<file path="config.mk">
export PLATFORM = sky130hd
export DESIGN_NAME = hcw_mix
export DESIGN_NICKNAME = d
export VERILOG_FILES = /design/src/rtl/core/hcw_pkg.sv /design/src/rtl/core/hcw_mix.sv
export SDC_FILE = /design/constraint.sdc
export NUM_CORES = 1
export LEC_CHECK = 0
export BUFFER_PORTS_ARGS = -buffer_cell sky130_fd_sc_hd__buf_2
export CORE_UTILIZATION = 60
export CTS_CLUSTER_DIAMETER = 50
export DETAILED_ROUTE_END_ITERATION = 7
export PLACE_DENSITY = 0.77
export SLEW_MARGIN = 20
export SYNTH_ARGS = -nofsm -noshare
export SYNTH_HDL_FRONTEND = slang
export SYNTH_SLANG_ARGS = --single-unit
</file>
<file path="constraint.sdc">
create_clock -name clk -period 19.22 [get_ports clk]
set_input_delay 3.844 -clock clk [delete_from_list [all_inputs] [get_ports clk]]
set_output_delay 3.844 -clock clk [all_outputs]
set_load 0.05 [all_outputs]
</file>
<file path="src/rtl/core/hcw_pkg.sv">
// Shared constants, payload types and helper functions for the hue/chroma color wheel.
// Used by every module of the block; has no dependencies of its own.
package hcw_pkg;

  localparam int COORD_BITS = 10;
  localparam int COLOR_BITS = 8;

  localparam int CHROMA_FRAC = 12;
  localparam int CHROMA_W    = CHROMA_FRAC + 1;
  localparam int CHROMA_ONE  = 1 << CHROMA_FRAC;
  localparam int SQRT_STEPS  = CHROMA_FRAC;
  localparam int RAD_W       = 2 * SQRT_STEPS;
  localparam int REM_W       = SQRT_STEPS + 2;
  localparam int SQ_W        = 2 * COORD_BITS;
  localparam int RAD_SHIFT   = 2 * CHROMA_FRAC + 2 - 2 * COORD_BITS;
  localparam int WIDE_W      = (SQ_W > RAD_W + 2) ? SQ_W : RAD_W + 2;

  localparam int CORDIC_STEPS = 16;
  localparam int PRE_SHIFT    = 16;
  localparam int CW           = COORD_BITS + 19;
  localparam int ZW           = 21;
  localparam int HUE_TURN     = 393216;
  localparam int HUE_HALF     = 196608;
  localparam int HUE_DROP     = 4;
  localparam int HUE_FRAC     = 12;
  localparam int HUE_W        = HUE_FRAC + 3;

  localparam int MIX_W     = 2 * CHROMA_FRAC + 1;
  localparam int COLOR_MAX = (1 << COLOR_BITS) - 1;

  localparam int ST_SQ      = 0;
  localparam int ST_RAD     = 1;
  localparam int ST_SQRT0   = 2;
  localparam int ST_ROOT    = ST_SQRT0 + SQRT_STEPS - 1;
  localparam int ST_CORDIC0 = 1;
  localparam int ST_HUE     = ST_CORDIC0 + CORDIC_STEPS;
  localparam int ROOT_DLY   = ST_HUE - ST_ROOT;
  localparam int ST_PROD    = ST_HUE + 1;
  localparam int ST_SEL     = ST_HUE + 2;
  localparam int ST_OUT     = ST_HUE + 3;
  localparam int NSTAGES    = ST_HUE + 4;

  typedef struct packed {
    logic [COORD_BITS-1:0] x;
    logic [COORD_BITS-1:0] y;
  } coord_t;

  typedef struct packed {
    logic [COLOR_BITS-1:0] red;
    logic [COLOR_BITS-1:0] green;
    logic [COLOR_BITS-1:0] blue;
  } rgb_t;

  typedef enum logic [2:0] {
    SEC_RED_GREEN_UP,
    SEC_GREEN_RED_DOWN,
    SEC_GREEN_BLUE_UP,
    SEC_BLUE_GREEN_DOWN,
    SEC_BLUE_RED_UP,
    SEC_RED_BLUE_DOWN
  } sector_t;

  typedef logic [NSTAGES-1:0] stage_en_t;

  // Offset from the centre, as a signed value of the same width.
  function automatic logic signed [COORD_BITS-1:0] coord_delta(input logic [COORD_BITS-1:0] c);
    return {~c[COORD_BITS-1], c[COORD_BITS-2:0]};
  endfunction

  // Arctangent of 2^-i in hue units, 6.0 per turn, 16 fraction bits.
  function automatic logic signed [ZW-1:0] hue_atan(input int i);
    logic signed [ZW-1:0] v;
    case (i)
      0:       v = ZW'(49152);
      1:       v = ZW'(29016);
      2:       v = ZW'(15331);
      3:       v = ZW'(7782);
      4:       v = ZW'(3906);
      5:       v = ZW'(1955);
      6:       v = ZW'(978);
      7:       v = ZW'(489);
      8:       v = ZW'(244);
      9:       v = ZW'(122);
      10:      v = ZW'(61);
      11:      v = ZW'(31);
      12:      v = ZW'(15);
      13:      v = ZW'(8);
      14:      v = ZW'(4);
      15:      v = ZW'(2);
      default: v = '0;
    endcase
    return v;
  endfunction

endpackage

</file>
<file path="src/rtl/core/hcw_mix.sv">
// Color mix: forms the dominant, weakest and ramped channels per hue sector and scales them.
// Depends on hcw_pkg; takes chroma and hue aligned on the same pipeline stage.
module hcw_mix import hcw_pkg::*; (
  input  logic                clk,
  input  stage_en_t           en,
  input  logic [CHROMA_W-1:0] chroma,
  input  logic [HUE_W-1:0]    hue,
  output rgb_t                rgb
);

  localparam logic [MIX_W-1:0] MIX_ONE = MIX_W'(1) << (MIX_W - 1);

  logic [CHROMA_W-1:0] inv_c;
  logic [MIX_W-1:0]    prod_q;
  logic [MIX_W-1:0]    low_q;
  sector_t             sector_q;
  logic [MIX_W-1:0]    up;
  logic [MIX_W-1:0]    down;
  logic [MIX_W-1:0]    r_q;
  logic [MIX_W-1:0]    g_q;
  logic [MIX_W-1:0]    b_q;

  function automatic logic [COLOR_BITS-1:0] to_channel(input logic [MIX_W-1:0] v);
    logic [MIX_W+COLOR_BITS-1:0] p;
    p = {{COLOR_BITS{1'b0}}, v} * (MIX_W + COLOR_BITS)'(COLOR_MAX);
    return p[MIX_W-1 +: COLOR_BITS];
  endfunction

  assign inv_c = CHROMA_W'(CHROMA_ONE) - chroma;

  always_ff @(posedge clk) begin
    if (en[ST_PROD]) begin
      prod_q   <= MIX_W'(chroma) * MIX_W'(hue[HUE_FRAC-1:0]);
      low_q    <= {inv_c, {CHROMA_FRAC{1'b0}}};
      sector_q <= sector_t'(hue[HUE_W-1:HUE_FRAC]);
    end
  end

  assign up   = low_q + prod_q;
  assign down = MIX_ONE - prod_q;

  always_ff @(posedge clk) begin
    if (en[ST_SEL]) begin
      unique case (sector_q)
        SEC_RED_GREEN_UP: begin
          r_q <= MIX_ONE; g_q <= up;      b_q <= low_q;
        end
        SEC_GREEN_RED_DOWN: begin
          r_q <= down;    g_q <= MIX_ONE; b_q <= low_q;
        end
        SEC_GREEN_BLUE_UP: begin
          r_q <= low_q;   g_q <= MIX_ONE; b_q <= up;
        end
        SEC_BLUE_GREEN_DOWN: begin
          r_q <= low_q;   g_q <= down;    b_q <= MIX_ONE;
        end
        SEC_BLUE_RED_UP: begin
          r_q <= up;      g_q <= low_q;   b_q <= MIX_ONE;
        end
        default: begin
          r_q <= MIX_ONE; g_q <= low_q;   b_q <= down;
        end
      endcase
    end
  end

  always_ff @(posedge clk) begin
    if (en[ST_OUT]) begin
      rgb.red   <= to_channel(r_q);
      rgb.green <= to_channel(g_q);
      rgb.blue  <= to_channel(b_q);
    end
  end

endmodule

</file>
==> run metrics <==
outcome=finished clean; total of max-cap violations=0; Cells after Synth=2291; wire length of the first global-routing pass=82220 um; Tmin final=9.035 ns; post-synthesis register bit count=140; Clock Tree Root=clkbuf_16; post-detailed-route via-to-cell ratio=5.570; half-perimeter wire length after placement=39830 um; Initial Util=61.43%; accumulated negative setup slack=0 ns; number of CTS-inserted buffers=17; First DRT Iteration DRCs=1195; Slew headroom=35.84%; Routed WL per cell=about 17 um; clock slew seen by the registers of the worst setup and hold paths=around 0.060 ns; DRC Markers=0; clock tree skew after final layout=~0.014 ns; Critical Path Source Type=input pin; number of hold violations in the final report=0; buffer count from post-CTS setup fixing=0; number of antenna violations at the first check in global routing=0; most instantiated flip-flop cell in the synthesis netlist=edfxtp_1; source-to-sink clock delay at the later pin of the worst-skew pair=0.45 ns; total number of vias=between 15000 and 20000; Die Wd=199.3 um; end of the worst hold path=b_q[12]; worst r2r src=r_q[14]; Top Layer Used=met4; type of the worst min-delay path=reg2reg; highest attainable clock frequency=0.1107 GHz; share of final-layout standard cells stronger than drive strength 1=under 10%; R2R cell count=15; final critical-path share of the clock period=47.01%; die area=39720 sq um; Max Buffers Root-to-Sink=2; reg-to-reg endpoint=rgb[22]; top fanout value on the critical path=15; net count after synthesis=between 3000 and 4000; worst slack on hold paths=0.6718 ns; critical path required time=19.42 ns; area added between synthesis and finish=5.898%; number of global-route vias before repair=17000; final-layout fill cell count=2967; remaining number of nets flagged by the antenna check after routing=0; CP startpoint=chroma[7]; length of the first detailed-routing pass in iterations=8; aggregate routed wire length=slightly below 50000 um; mapped cell area=23360 sq um; slew at the pin closest to its max-slew limit=roughly 0.96 ns; proportion of register bits with asynchronous set or reset after synthesis=0%; element type at the critical path end=register; gp weighted congestion=0.9215; number of placed I/O pins=74; unrepaired setup endpoints after global routing=false; area of the placeable core=between 30000 and 40000 sq um; Die Ht=199.3 um; area of combinational cells with multiple inputs=16640 sq um; number of I/O port buffers=55; Final setup violation count=0; Slew Viols, Final=0; cts hold-fix bufs=0; # placed instances=2801; wl on met1=20030 um; count of instances resized after the clock tree is built=0; maximum number of pins on one net before global-route repair=84; hold path startpoint=low_q[12]; hold path cells=2; total global routing overflow=0; post-route non-filler standard cell count=between 2000 and 3000; unique cell type count in the Yosys netlist=67; n_diodes=0; post-synthesis sequential area ratio=18.00%; Worst R2R Setup Slack=around 14 ns; Setup Crit Path Kind=in2reg; Met2 Routed Length=24900 um; average size of a mapped cell=10.20 sq um; critical path data arrival time=9.23 ns; number of nets in the layout=3030; sequential cell area=4204 sq um; H-tree level count=4; global-route usage over all layers=26.66%; CTS tree=done; # rows=between 70 and 80; sum of met3 wire segment lengths after detailed routing=2368 um; CTS sink count=140; number of enable flip-flop cells after synthesis=between 100 and 150; Yosys warnings=0
==> sequential cells by signal (all words and copies together), names as in the netlist <==
register	flops
r_q	25
rgb	24
b_q	25
sector_q	3
g_q	25
low_q	13
prod_q	25
==> layout make-up <==
class                   instances  share of cell area (%)
clock inverters                12                  0.8802
flip-flops and latches        140                   17.00
well taps                     511                   2.585
repair buffers                 63                   1.356
clock buffers                  20                   1.765
inverters                     602                   9.136
multi-input cells            1485                   67.28
==> how the worst max path moves through the flow <==
stage,to,slack (ns),cells after the start
after floorplan,prod_q[23],10.40,19
after global placement,prod_q[23],9.93,19
after detailed placement,prod_q[23],9.81,19
after CTS,prod_q[23],10.30,19
after global routing,prod_q[23],9.84,19
final,prod_q[23],10.19,19
==> placed cells by master, fill, tap and decap left out, types with 11 or more instances in the layout <==
| master | count |
|---|---|
| a22oi_1 | 48 |
| clkbuf_16 | 17 |
| xor2_1 | 29 |
| ha_1 | 218 |
| nand3_1 | 14 |
| xnor2_1 | 63 |
| a21o_1 | 28 |
| edfxtp_1 | 140 |
| a21oi_1 | 74 |
| nor3_1 | 22 |
| o21ai_0 | 59 |
| nand2_1 | 165 |
| and2_1 | 59 |
| inv_1 | 602 |
| nor2_1 | 86 |
| buf_2 | 55 |
| fa_1 | 453 |
| nand4_1 | 11 |
==> critical path, stage by stage <==
cell       delay [ns]
buf_2            0.29
nand2_1          0.13
fa_1             0.57
fa_1             0.45
fa_1             0.55
inv_1            0.05
fa_1             0.47
inv_1            0.05
fa_1             0.47
inv_1            0.04
ha_1             0.34
a21oi_1          0.19
o21ai_0          0.18
nand3_1          0.18
a211oi_1         0.12
a2111oi_1        0.71
o21ai_1          0.22
a41oi_1          0.29
xnor2_1          0.08
==> cells in the mapped netlist, types with 10 or more instances <==
master,instances,share of area (%)
inv_1,602,9.7
fa_1,453,39
ha_1,218,12
nand2_1,165,2.7
edfxtp_1,140,18
nor2_1,86,1.4
a21oi_1,74,1.6
xnor2_1,63,2.4
and2_1,59,1.6
o21ai_0,59,1.3
clkbuf_1,58,0.93
a22oi_1,48,1.5
xor2_1,29,1.1
a21o_1,28,0.90
nor3_1,22,0.47
nand3_1,14,0.30
nand4_1,11,0.29
a211oi_1,10,0.32
and3_1,10,0.27
==> per-stage QoR <==
step / setup WS, ns / utilization (%) / instance area (sq um)
floorplan: 10.40 / - / 23360
global placement: 9.926 / 63.33 / 24080
detailed placement: 9.815 / 63.33 / 24080
CTS: 10.30 / 65.06 / 24740
global route: 9.840 / 65.06 / 24740
finish: 10.19 / 65.06 / 24740
==> metal layers <==
metal	global-route usage (%)	vias to the layer above
li1	-	7253
met1	34.49	7952
met2	46.96	489
met3	2.565	86
met4	9.145	0
met5	0	-
==> logic make-up after synthesis <==
logic type	count (synthesis)	synth area share [%]
XOR/XNOR	92	3.450
multiplexers	3	0.1286
adder cells (fa/ha/maj)	671	50.50
AND/OR/NAND/NOR	415	8.437
AO/OA/AOI/OAI	304	8.732
flip-flops	140	18.00
buffers and inverters	666	10.75
Power is left out: the tool's default activity adds up to more than one toggle a clock period on the data nets, which glitch-free logic cannot reach.
