File: src/rtl/core/hcw_pkg.sv
// Shared constants, payload types and helper functions for the hue/chroma color wheel.
// Used by every module of the block; has no dependencies of its own.
package hcw_pkg;

  localparam int COORD_BITS = 10;
  localparam int COLOR_BITS = 8;

  localparam int CHROMA_FRAC = 12;
  localparam int CHROMA_W    = CHROMA_FRAC + 1;
  localparam int CHROMA_ONE  = 1 << CHROMA_FRAC;
  localparam int SQRT_STEPS  = CHROMA_FRAC;
  localparam int RAD_W       = 2 * SQRT_STEPS;
  localparam int REM_W       = SQRT_STEPS + 2;
  localparam int SQ_W        = 2 * COORD_BITS;
  localparam int RAD_SHIFT   = 2 * CHROMA_FRAC + 2 - 2 * COORD_BITS;
  localparam int WIDE_W      = (SQ_W > RAD_W + 2) ? SQ_W : RAD_W + 2;

  localparam int CORDIC_STEPS = 16;
  localparam int PRE_SHIFT    = 16;
  localparam int CW           = COORD_BITS + 19;
  localparam int ZW           = 21;
  localparam int HUE_TURN     = 393216;
  localparam int HUE_HALF     = 196608;
  localparam int HUE_DROP     = 4;
  localparam int HUE_FRAC     = 12;
  localparam int HUE_W        = HUE_FRAC + 3;

  localparam int MIX_W     = 2 * CHROMA_FRAC + 1;
  localparam int COLOR_MAX = (1 << COLOR_BITS) - 1;

  localparam int ST_SQ      = 0;
  localparam int ST_RAD     = 1;
  localparam int ST_SQRT0   = 2;
  localparam int ST_ROOT    = ST_SQRT0 + SQRT_STEPS - 1;
  localparam int ST_CORDIC0 = 1;
  localparam int ST_HUE     = ST_CORDIC0 + CORDIC_STEPS;
  localparam int ROOT_DLY   = ST_HUE - ST_ROOT;
  localparam int ST_PROD    = ST_HUE + 1;
  localparam int ST_SEL     = ST_HUE + 2;
  localparam int ST_OUT     = ST_HUE + 3;
  localparam int NSTAGES    = ST_HUE + 4;

  typedef struct packed {
    logic [COORD_BITS-1:0] x;
    logic [COORD_BITS-1:0] y;
  } coord_t;

  typedef struct packed {
    logic [COLOR_BITS-1:0] red;
    logic [COLOR_BITS-1:0] green;
    logic [COLOR_BITS-1:0] blue;
  } rgb_t;

  typedef enum logic [2:0] {
    SEC_RED_GREEN_UP,
    SEC_GREEN_RED_DOWN,
    SEC_GREEN_BLUE_UP,
    SEC_BLUE_GREEN_DOWN,
    SEC_BLUE_RED_UP,
    SEC_RED_BLUE_DOWN
  } sector_t;

  typedef logic [NSTAGES-1:0] stage_en_t;

  // Offset from the centre, as a signed value of the same width.
  function automatic logic signed [COORD_BITS-1:0] coord_delta(input logic [COORD_BITS-1:0] c);
    return {~c[COORD_BITS-1], c[COORD_BITS-2:0]};
  endfunction

  // Arctangent of 2^-i in hue units, 6.0 per turn, 16 fraction bits.
  function automatic logic signed [ZW-1:0] hue_atan(input int i);
    logic signed [ZW-1:0] v;
    case (i)
      0:       v = ZW'(49152);
      1:       v = ZW'(29016);
      2:       v = ZW'(15331);
      3:       v = ZW'(7782);
      4:       v = ZW'(3906);
      5:       v = ZW'(1955);
      6:       v = ZW'(978);
      7:       v = ZW'(489);
      8:       v = ZW'(244);
      9:       v = ZW'(122);
      10:      v = ZW'(61);
      11:      v = ZW'(31);
      12:      v = ZW'(15);
      13:      v = ZW'(8);
      14:      v = ZW'(4);
      15:      v = ZW'(2);
      default: v = '0;
    endcase
    return v;
  endfunction

endpackage

File: src/rtl/core/hcw_angle.sv
// Hue path: half-turn pre-rotation, pipelined vectoring CORDIC and wrap into one turn.
// Depends on hcw_pkg for widths and the arctangent table.
module hcw_angle import hcw_pkg::*; (
  input  logic             clk,
  input  stage_en_t        en,
  input  coord_t           pix,
  output logic [HUE_W-1:0] hue
);

  logic signed [COORD_BITS-1:0] dx;
  logic signed [COORD_BITS-1:0] dy;
  logic signed [CW-1:0]         dxe;
  logic signed [CW-1:0]         dye;
  logic                         neg;

  logic signed [CW-1:0] px_q [CORDIC_STEPS+1];
  logic signed [CW-1:0] py_q [CORDIC_STEPS+1];
  logic signed [ZW-1:0] z_q  [CORDIC_STEPS+1];

  logic signed [ZW-1:0] zl;
  logic signed [ZW-1:0] zw;

  assign dx  = coord_delta(pix.x);
  assign dy  = coord_delta(pix.y);
  assign dxe = CW'(dx);
  assign dye = CW'(dy);
  assign neg = dx[COORD_BITS-1];

  always_ff @(posedge clk) begin
    if (en[0]) begin
      px_q[0] <= (neg ? -dxe : dxe) <<< PRE_SHIFT;
      py_q[0] <= (neg ? -dye : dye) <<< PRE_SHIFT;
      z_q[0]  <= neg ? ZW'(HUE_HALF) : '0;
    end
  end

  for (genvar k = 0; k < CORDIC_STEPS; k++) begin : g_iter
    logic signed [CW-1:0] xs;
    logic signed [CW-1:0] ys;

    assign xs = px_q[k] >>> k;
    assign ys = py_q[k] >>> k;

    always_ff @(posedge clk) begin
      if (en[ST_CORDIC0+k]) begin
        if (!py_q[k][CW-1]) begin
          px_q[k+1] <= px_q[k] + ys;
          py_q[k+1] <= py_q[k] - xs;
          z_q[k+1]  <= z_q[k] + hue_atan(k);
        end else begin
          px_q[k+1] <= px_q[k] - ys;
          py_q[k+1] <= py_q[k] + xs;
          z_q[k+1]  <= z_q[k] - hue_atan(k);
        end
      end
    end
  end

  assign zl = z_q[CORDIC_STEPS];

  always_comb begin
    if (zl < 0) begin
      zw = zl + ZW'(HUE_TURN);
    end else if (zl >= ZW'(HUE_TURN)) begin
      zw = zl - ZW'(HUE_TURN);
    end else begin
      zw = zl;
    end
  end

  always_ff @(posedge clk) begin
    if (en[ST_HUE]) begin
      hue <= zw[HUE_W+HUE_DROP-1:HUE_DROP];
    end
  end

endmodule

File: config.mk
export PLATFORM = sky130hd
export DESIGN_NAME = hcw_angle
export DESIGN_NICKNAME = d
export VERILOG_FILES = /design/src/rtl/core/hcw_pkg.sv /design/src/rtl/core/hcw_angle.sv
export SDC_FILE = /design/constraint.sdc
export NUM_CORES = 2
export LEC_CHECK = 0
export BUFFER_PORTS_ARGS = -buffer_cell sky130_fd_sc_hd__buf_4
export CAP_MARGIN = 30
export CORE_MARGIN = 2
export CORE_UTILIZATION = 70
export CTS_CLUSTER_SIZE = 30
export DETAILED_ROUTE_END_ITERATION = 6
export PLACE_DENSITY_LB_ADDON = 0.05
export SLEW_MARGIN = 20
export SYNTH_ARGS = -nofsm -noshare
export SYNTH_HDL_FRONTEND = slang
export SYNTH_SLANG_ARGS = --single-unit
File: constraint.sdc
create_clock -name clk -period 13.25 [get_ports clk]
set_input_delay 1.325 -clock clk [delete_from_list [all_inputs] [get_ports clk]]
set_output_delay 1.325 -clock clk [all_outputs]
set_load 0.02 [all_outputs]
==> metrics.yaml <==
outcome: "finished clean"
report.final.setup_viol: 0
worst-endpoint-required_ns: 13.70
synth_enable_flop_cells: 1003
timing.setup.tns_ns: 0
initial_core_utilization_pct: 70.29
worst_pin_slew_ns: 1.034
routed-via-count: 63950
finish.net_count: 9645
critical_path.max_stage_delay_ns: 0.77
ys_types: 95
cp-start-kind: "input pin"
drt_iter0_markers: 5127
synth_warnings: 0
postSynth.topFlopCell: "edfxtp_1"
slew_headroom_pct: 30.92
clock_path_buffers: 3
area_used_by_multi_input_combinational_logic_sq_mm: 0.05034
initial_antenna_violation_count: 1
clk_transition_reported_paths_ns: 0.06
pin_count_of_the_biggest_net_entering_global_routing: 82
rsz0062_at_grt: "false"
worst_skew_pair.late_latency_ns: 0.72
final_period_utilization_pct: 46.37
startpoint_of_the_lowest_slack_hold_path: "z_q[13][2]"
syn-cell-area_sq_mm: 0.08267
regArea_sq_mm: 0.03012
report.final.slew_viol_count: 0
clkSinkCount: 1003
r2r-start: "py_q[12][28]"
timing.hold.worst_path_depth: 0
syn2layout_area_growth_pct: 7.251
placement.io_buffers: 53
worst_path_max_delay_cell: "a2111oi_0"
dieHeight_microns: 347.6
wl_per_cell_microns: 18.85
h-tree-depth: 3
placeableCoreArea_sq_mm: 0.1176
yosys_register_bits: 1003
cts_made_buffers: 111
crit_path_max_fanout: 19
gp_congestion: 0.9490
cp_data_arrival_time_ns: 6.59
ys_seq_area_share_pct: 36.43
first_global_vias: 61830
critical_path.most_common_cell: "buf_4"
final.min_clock_period_ns: 6.145
ff2ff_setup_slack_ns: 7.33
total_routing_usage_reported_by_global_routing_pct: 31.25
syn_inst: 8498
design.portCount: 57
r2r-end: "px_q[13][27]"
achievable_frequency_mhz: 162.7
cts-root-buf: "clkbuf_16"
ant_nets: 0
finalClockSkew_ns: 0.03490
via_per_inst: 6.273
num-fill-cells: 8250
cts_hold_buf: 0
hold_path_end: "z_q[14][2]"
cts.repair.resized: 0
post-dp-hpwl_mm: 149.1
hold_viol_final: 0
synthesis.area_per_instance_sq_um: 9.728
post-route-drc-count: 0
number_of_maximum_capacitance_constraint_violations: 0
critical_path_class: "in2reg"
fraction_of_registers_with_async_set_or_reset_after_synthesis_pct: 0
floorplan.die.width_microns: 347.6
worst_setup_path_end_kind: "flop"
drt_first_pass_iters: 6
worst_r2r_path_cells: 17
drt-total-wl_mm: 192.2
layout-drive-gt1-share_pct: 4.274
gr-total-overflow: 0
cts_tree: "yes"
worstHoldPathType: "reg2reg"
row_count: 126
dieArea_sq_mm: 0.1209
timing.critical_path.cells: "buf_4 -> nand2_1 -> buf_4 -> clkinv_1 -> buf_4 -> nor2_1 -> xnor2_1 -> ha_1 -> o21ai_0 -> a21boi_0 -> o21ai_0 -> a2111oi_0 -> o311ai_0 -> a21oi_1 -> o211ai_1 -> a21oi_1 -> a211oi_1 -> xnor2_1"
wire_length_of_the_first_global_routing_pass_mm: 310.6
post-cts-setup-buffer-count: 0
-- per-layer routing --
| metal | GRT usage, % | part of all wire, % | vias to the layer above |
|---|---|---|---|
| met2 | 55.23 | 49 | 1959 |
| met5 | 0 | 0.010 | - |
| li1 | - | - | 31440 |
| met4 | 10.42 | 3.4 | 2 |
| met3 | 3.575 | 5.5 | 393 |
| met1 | 39.83 | 42 | 30160 |
-- synthesized netlist by cell type, types with 69 or more instances --
cell type / count / area (sq um)
edfxtp_1: 1003 / 30120
ha_1: 1003 / 12550
xnor2_1: 818 / 7164
a21oi_1: 781 / 3909
nor2_1: 621 / 2331
o21ai_0: 516 / 2582
nand2_1: 512 / 1922
inv_1: 435 / 1633
xor2_1: 427 / 3740
a21o_1: 306 / 2297
nor3_1: 216 / 1081
nand2b_1: 156 / 975.9
nand3_1: 133 / 665.6
nor2b_1: 126 / 788.3
o21bai_1: 126 / 945.9
clkbuf_1: 124 / 465.5
o21a_1: 106 / 795.8
o31ai_1: 93 / 698.2
nor4_1: 69 / 431.7
-- logic make-up after synthesis --
group | after synthesis | share of synthesized area, %
AOI/OAI and AO/OA | 2390 | 18.15
xor gates and xnor gates | 1245 | 13.19
adders and majority gates | 1040 | 16.08
buffers and inverters | 586 | 2.673
DFF | 1003 | 36.43
muxes | 58 | 0.7417
other | 1 | 0.004536
and+or+nand+nor | 2175 | 12.72
-- critical path: cells and delay by family --
family / cells / cell delay (ns)
AOI/OAI and AO/OA: 9 / 2.95
buffers and inverters: 4 / 1.42
and+or+nand+nor: 2 / 0.32
adders and majority gates: 1 / 0.32
xor gates and xnor gates: 2 / 0.22
-- cell usage in the layout (no fill, tap or decap), drive strengths merged, types with 69 or more instances in the layout --
cell type / instances
xnor2: 818
buf: 92
o31ai: 94
inv: 441
a21o: 306
clkbuf: 128
nor3: 218
nor2: 622
o21ai: 524
a21oi: 781
o21a: 106
nand3: 133
nor4: 69
nor2b: 126
nand2: 513
xor2: 427
ha: 1003
edfxtp: 1003
o21bai: 126
nand2b: 156
-- sequential cells by signal, summed over array words and instances, names as in the netlist --
name / cells
z_q: 291
hue: 15
py_q: 353
px_q: 344
-- layout make-up --
class,instances,area share (%)
multi-input cells,6911,56.78
diodes,1,0.002822
clock buffers,126,3.268
well taps,1536,2.168
repair buffers,95,0.9286
inverters,441,1.867
flip-flops and latches,1003,33.97
clock inverters,81,1.010
-- per-stage QoR --
stage                     hold WS, ns  cell area [sq um]  setup slack [ns]  utilization, %  instances
after floorplan                0.4003              82670             7.894               -       8500
after global placement         0.4052              84670             6.717           71.99       9975
after CTS                      0.4210              88470             7.319           75.23      10180
final                          0.4188              88660             7.105           75.39      10190
after detailed placement       0.4062              84680             6.599           72.00       9976
after global routing           0.4273              88660             6.830           75.38      10190
-- worst max path at each step --
stage,start,to,slack [ns],depth (start not counted)
3_3_place_gp,en[13],px_q[13][27],6.72,18
4_1_cts,en[13],px_q[13][27],7.32,18
2_1_floorplan,en[5],py_q[5][28],7.89,19
3_5_place_dp,en[13],px_q[13][27],6.60,18
5_1_grt,en[13],px_q[13][27],6.83,18
6_report,en[13],px_q[13][27],7.11,18
Power is not shown: default switching activity piles up to over one toggle a cycle in this logic, so the estimate is an artifact.
