## config.mk

```make
export PLATFORM = sky130hd
export DESIGN_NAME = hcw_radius
export DESIGN_NICKNAME = d
export VERILOG_FILES = /design/src/rtl/core/hcw_pkg.sv /design/src/rtl/core/hcw_radius.sv
export SDC_FILE = /design/constraint.sdc
export NUM_CORES = 1
export LEC_CHECK = 0
export BUFFER_PORTS_ARGS = -buffer_cell sky130_fd_sc_hd__clkbuf_2
export CAP_MARGIN = 20
export CORE_ASPECT_RATIO = 0.9
export CORE_MARGIN = 4
export CORE_UTILIZATION = 50
export DETAILED_ROUTE_END_ITERATION = 10
export GPL_ROUTABILITY_DRIVEN = 0
export GPL_TIMING_DRIVEN = 0
export MAX_ROUTING_LAYER = met4
export PLACE_DENSITY_LB_ADDON = 0.05
export SLEW_MARGIN = 20
export SYNTH_ARGS = -nofsm -noshare
export SYNTH_HDL_FRONTEND = slang
export SYNTH_SLANG_ARGS = --single-unit
```

## constraint.sdc

```tcl
create_clock -name clk -period 9.9 [get_ports clk]
set_input_delay 2.97 -clock clk [delete_from_list [all_inputs] [get_ports clk]]
set_output_delay 2.97 -clock clk [all_outputs]
set_load 0.005 [all_outputs]
```

## src/rtl/core/hcw_pkg.sv

```systemverilog
// Shared constants, payload types and helper functions for the hue/chroma color wheel.
// Used by every module of the block; has no dependencies of its own.
package hcw_pkg;

  localparam int COORD_BITS = 10;
  localparam int COLOR_BITS = 8;

  localparam int CHROMA_FRAC = 12;
  localparam int CHROMA_W    = CHROMA_FRAC + 1;
  localparam int CHROMA_ONE  = 1 << CHROMA_FRAC;
  localparam int SQRT_STEPS  = CHROMA_FRAC;
  localparam int RAD_W       = 2 * SQRT_STEPS;
  localparam int REM_W       = SQRT_STEPS + 2;
  localparam int SQ_W        = 2 * COORD_BITS;
  localparam int RAD_SHIFT   = 2 * CHROMA_FRAC + 2 - 2 * COORD_BITS;
  localparam int WIDE_W      = (SQ_W > RAD_W + 2) ? SQ_W : RAD_W + 2;

  localparam int CORDIC_STEPS = 16;
  localparam int PRE_SHIFT    = 16;
  localparam int CW           = COORD_BITS + 19;
  localparam int ZW           = 21;
  localparam int HUE_TURN     = 393216;
  localparam int HUE_HALF     = 196608;
  localparam int HUE_DROP     = 4;
  localparam int HUE_FRAC     = 12;
  localparam int HUE_W        = HUE_FRAC + 3;

  localparam int MIX_W     = 2 * CHROMA_FRAC + 1;
  localparam int COLOR_MAX = (1 << COLOR_BITS) - 1;

  localparam int ST_SQ      = 0;
  localparam int ST_RAD     = 1;
  localparam int ST_SQRT0   = 2;
  localparam int ST_ROOT    = ST_SQRT0 + SQRT_STEPS - 1;
  localparam int ST_CORDIC0 = 1;
  localparam int ST_HUE     = ST_CORDIC0 + CORDIC_STEPS;
  localparam int ROOT_DLY   = ST_HUE - ST_ROOT;
  localparam int ST_PROD    = ST_HUE + 1;
  localparam int ST_SEL     = ST_HUE + 2;
  localparam int ST_OUT     = ST_HUE + 3;
  localparam int NSTAGES    = ST_HUE + 4;

  typedef struct packed {
    logic [COORD_BITS-1:0] x;
    logic [COORD_BITS-1:0] y;
  } coord_t;

  typedef struct packed {
    logic [COLOR_BITS-1:0] red;
    logic [COLOR_BITS-1:0] green;
    logic [COLOR_BITS-1:0] blue;
  } rgb_t;

  typedef enum logic [2:0] {
    SEC_RED_GREEN_UP,
    SEC_GREEN_RED_DOWN,
    SEC_GREEN_BLUE_UP,
    SEC_BLUE_GREEN_DOWN,
    SEC_BLUE_RED_UP,
    SEC_RED_BLUE_DOWN
  } sector_t;

  typedef logic [NSTAGES-1:0] stage_en_t;

  // Offset from the centre, as a signed value of the same width.
  function automatic logic signed [COORD_BITS-1:0] coord_delta(input logic [COORD_BITS-1:0] c);
    return {~c[COORD_BITS-1], c[COORD_BITS-2:0]};
  endfunction

  // Arctangent of 2^-i in hue units, 6.0 per turn, 16 fraction bits.
  function automatic logic signed [ZW-1:0] hue_atan(input int i);
    logic signed [ZW-1:0] v;
    case (i)
      0:       v = ZW'(49152);
      1:       v = ZW'(29016);
      2:       v = ZW'(15331);
      3:       v = ZW'(7782);
      4:       v = ZW'(3906);
      5:       v = ZW'(1955);
      6:       v = ZW'(978);
      7:       v = ZW'(489);
      8:       v = ZW'(244);
      9:       v = ZW'(122);
      10:      v = ZW'(61);
      11:      v = ZW'(31);
      12:      v = ZW'(15);
      13:      v = ZW'(8);
      14:      v = ZW'(4);
      15:      v = ZW'(2);
      default: v = '0;
    endcase
    return v;
  endfunction

endpackage

```

## src/rtl/core/hcw_radius.sv

```systemverilog
// Chroma path: squares the centred coordinates and takes a bit-per-stage square root.
// Depends on hcw_pkg; stage enables come from the top-level valid chain.
module hcw_radius import hcw_pkg::*; (
  input  logic                clk,
  input  stage_en_t           en,
  input  coord_t              pix,
  output logic [CHROMA_W-1:0] chroma
);

  logic signed [COORD_BITS-1:0] dx;
  logic signed [COORD_BITS-1:0] dy;
  logic signed [SQ_W-1:0]       mx;
  logic signed [SQ_W-1:0]       my;
  logic [SQ_W-1:0]              sqx;
  logic [SQ_W-1:0]              sqy;
  logic [SQ_W-1:0]              dist2;
  logic [WIDE_W-1:0]            wide;
  logic [RAD_W-1:0]             rad;
  logic                         sat;

  logic [RAD_W-1:0]      rb_q   [SQRT_STEPS];
  logic [REM_W-1:0]      rem_q  [SQRT_STEPS];
  logic [SQRT_STEPS-1:0] root_q [SQRT_STEPS];
  logic                  sat_q  [SQRT_STEPS];
  logic [CHROMA_W-1:0]   c_q    [ROOT_DLY];

  assign dx = coord_delta(pix.x);
  assign dy = coord_delta(pix.y);
  assign mx = SQ_W'(dx) * SQ_W'(dx);
  assign my = SQ_W'(dy) * SQ_W'(dy);

  always_ff @(posedge clk) begin
    if (en[ST_SQ]) begin
      sqx <= mx;
      sqy <= my;
    end
  end

  assign dist2 = sqx + sqy;

  if (RAD_SHIFT >= 0) begin : g_up
    assign wide = WIDE_W'(dist2) << RAD_SHIFT;
  end else begin : g_down
    assign wide = WIDE_W'(dist2 >> (-RAD_SHIFT));
  end

  always_ff @(posedge clk) begin
    if (en[ST_RAD]) begin
      rad <= wide[RAD_W-1:0];
      sat <= |wide[WIDE_W-1:RAD_W];
    end
  end

  for (genvar k = 0; k < SQRT_STEPS; k++) begin : g_sqrt
    logic [RAD_W-1:0]      rb_prev;
    logic [REM_W-1:0]      rem_prev;
    logic [SQRT_STEPS-1:0] root_prev;
    logic                  sat_prev;
    logic [REM_W+1:0]      trial;
    logic [REM_W+1:0]      sub;
    logic                  ge;

    if (k == 0) begin : g_first
      assign rb_prev   = rad;
      assign rem_prev  = '0;
      assign root_prev = '0;
      assign sat_prev  = sat;
    end else begin : g_next
      assign rb_prev   = rb_q[k-1];
      assign rem_prev  = rem_q[k-1];
      assign root_prev = root_q[k-1];
      assign sat_prev  = sat_q[k-1];
    end

    assign trial = {rem_prev, rb_prev[RAD_W-1 -: 2]};
    assign sub   = (REM_W + 2)'({root_prev, 2'b01});
    assign ge    = (trial >= sub);

    always_ff @(posedge clk) begin
      if (en[ST_SQRT0+k]) begin
        rb_q[k]   <= rb_prev << 2;
        rem_q[k]  <= ge ? REM_W'(trial - sub) : REM_W'(trial);
        root_q[k] <= {root_prev[SQRT_STEPS-2:0], ge};
        sat_q[k]  <= sat_prev;
      end
    end
  end

  always_ff @(posedge clk) begin
    if (en[ST_ROOT+1]) begin
      c_q[0] <= sat_q[SQRT_STEPS-1] ? CHROMA_W'(CHROMA_ONE) : {1'b0, root_q[SQRT_STEPS-1]};
    end
  end

  for (genvar d = 1; d < ROOT_DLY; d++) begin : g_dly
    always_ff @(posedge clk) begin
      if (en[ST_ROOT+1+d]) begin
        c_q[d] <= c_q[d-1];
      end
    end
  end

  assign chroma = c_q[ROOT_DLY-1];

endmodule

```

==> flow_summary.ini <==
[routing]
via_per_inst = 5.12
drtIter0Drc = 628
drt_wl_total_um = 44300
vias = 15100
firstDrtPassIters = 4
drc = 0
ant_nets = 0
routedWlPerCell_um = 15.0

[floorplanning]
start_util_pct = 50.5
fp.dieW_um = 246
ios = 55
core_mm2 = 0.0505
num_rows = 78
die_area_mm2 = 0.0546
die_h_um = 222

[yosys]
syn_area_mm2 = 0.0255
synth_top_area_share_pct = 48.2
synth_area_leaders = edfxtp_1, fa_1, ha_1, inv_1, xnor2_1
async_flop_share_pct = 0
syn_inst = 2151
synthDistinctLibCells = 75
syn_avg_cell_area_um2 = 11.8
netlist_top_cells_count = edfxtp_1, inv_1, ha_1
synth_edf_count = 409
synth_largest_area_cell = edfxtp_1
synth_seq_cells = 409
synth_fp_nets = 2555
yosysSeqAreaShare_pct = 48.2
synth_most_common_cell = edfxtp_1
ys_warn_count = 0
synth_flop_cell = edfxtp_1

[clock_network]
clkSinkCount = 409
cts_root_buf = clkbuf_16
cts_resized = 0
hold_buffers = 0
clockBufferDepth = 3
cts_tree = yes
htreeDepth = 2
cts_made_buffers = 44
clkLatencyLatePin_ps = 570
clk_pin_slew_ps = 60
post_cts_buffers = 0

[setup_path]
critPathKind = in -> reg
worstPathRequired_ps = 10210
cpPeakStageDelay_ps = 570
path_cells = clkbuf_2 > clkbuf_1 > clkinv_1 > nand2_1 > fa_1 > inv_1 > fa_1 > fa_1 > fa_1 > inv_1 > fa_1 > inv_1 > ha_1 > nand2_1 > o21ai_1 > o41ai_1 > a21boi_1 > o41ai_1 > xnor2_1
cp.arrival_ps = 8770
end_kind = flip-flop
cp-start-kind = primary input
worstPathMaxFanout = 10
timing.critical_path.mode_cell = fa_1
path_buf_inv = 6
critPathTopFamily = adder cells
crit_path_top_delay_cell = fa_1

[min_path]
worstHoldPathType = reg -> reg

[global_routing]
grt_overflow = 0
grt_usage_pct = 17.2
antenna_found_initial = 0
grt_pass1_vias = 15500
grt_start_max_net_pins = 39
grt_pass1_wl_um = 75100

[layout]
design_area_mm2 = 0.0280
area_delta_synth_final_pct = 9.69
layout-drive-gt1-share_pct = 6.41
final_nets = 2649
antenna_cells = 0

[flow_run]
max_cap_viol_count = 0

[power]
power.density_mw_per_mm2 = 266
max-vdd-ir-drop_mv = 0.388
power.leakage_uw = 0.0121

[timing]
timing_hold_violations_final = 0
post-route-min-period_ps = 8470
setup_tns_ps = 0
clock_skew_ps = 26.9
clock.fmax_mhz = 118
rsz0062_at_grt = false
fin_crit_sh_pct = 85.5
setup_viol = 0
tightest_slew_ps = 967
slew_headroom_pct = 35.5
finalMaxSlewViolations = 0

[place]
io_buffers = 48
placed_cell_area_mm2 = 0.0266
hpwl_um = 34700

[run_status]
status = completed
==> layout make-up <==
| class | count | area [um2] |
|---|---|---|
| fill | 4327 | 22500 |
| sequential | 409 | 12300 |
| multi-input combinational | 1315 | 11600 |
| inverter | 395 | 1480 |
| clock buffer | 55 | 1140 |
| tap | 680 | 851 |
| timing repair buffer | 48 | 240 |
| clock inverter | 23 | 236 |
| buffer | 32 | 130 |
==> worst paths after layout <==
path | start | endpoint | slack, ps | cells past startpoint
worst min register to register | rb_q[2][19] | rb_q[3][21] | 400 | 0
worst max-delay path | pix[19] | sqx[19] | 1430 | 19
worst max register to register | rem_q[9][0] | rem_q[10][11] | 6230 | 9
worst min-delay path | rb_q[2][19] | rb_q[3][21] | 400 | 0
==> registers in the layout, indices dropped and copies added, names as in the netlist <==
register,cells
rem_q,138
g_sqrt.rb_prev,18
c_q,52
rb_q,72
sqx,19
root_q,78
sqy,19
g_sqrt.sat_prev,1
sat_q,12
==> worst reg2reg max path, delay by kind of cell, from the launching register on <==
kind	cells	cell delay (ps)
DFF	1	470
adders and majority gates	2	690
AOI/OAI and AO/OA	5	1020
and+or+nand+nor	1	720
buffers and inverters	1	520
==> metal layers <==
layer | up-vias | GRT usage, % | routed length [um]
li1 | 7500 | - | -
met1 | 7376 | 22.1 | 19900
met2 | 193 | 28.9 | 22300
met3 | 63 | 2.26 | 1250
met4 | 0 | 4.67 | 882
met5 | - | - | 0
==> metrics by stage <==
stage	setup slack (ps)	total power, uW	hold slack, ps	std cells	util [%]
3_5_place_dp	761	5950	405	2879	52.7
3_3_place_gp	838	5880	401	2879	52.7
6_report	1430	7420	401	2957	55.4
4_1_cts	1380	7550	390	2957	55.4
5_1_grt	1010	8080	409	2957	55.4
2_1_floorplan	1880	5190	400	2151	-
==> power breakdown <==
group          internal [uW]  total [uW]  leakage [uW]  switching (uW)
Clock                    903        1560      0.000665             659
Combinational           1450        3240       0.00752            1800
Sequential              2460        2620       0.00390             159
==> cell families after synthesis <==
group           synth area share [%]
compound gates                  7.75
other cells                   0.0147
flops                           48.2
xor+xnor                        5.22
mux                            0.810
simple gates                    9.14
fa+ha+maj                       22.5
buf+inv                         6.33
==> cell usage in the layout, fill, tap and decap left out, types with 5 or more instances in the layout <==
master	count
inv_2	6
nor4_1	14
o21ai_0	21
nand2_1	138
a211oi_1	10
nand2b_1	15
xor2_1	55
fa_1	162
a21o_1	28
o21ai_1	59
clkinv_1	13
edfxtp_1	409
xnor2_1	95
a21oi_1	77
or3_1	8
ha_1	200
mux2_1	9
nor2b_1	39
inv_1	387
o21bai_1	14
a31oi_1	11
and2_1	35
o31ai_1	12
and3_1	8
mux2i_1	6
clkbuf_16	44
clkbuf_1	38
nand4_1	7
nor3_1	45
clkbuf_2	48
nor2_1	106
o211ai_1	5
nand3_1	27
or2_2	8
o21a_1	26
Power figures use the tool's default switching activity.
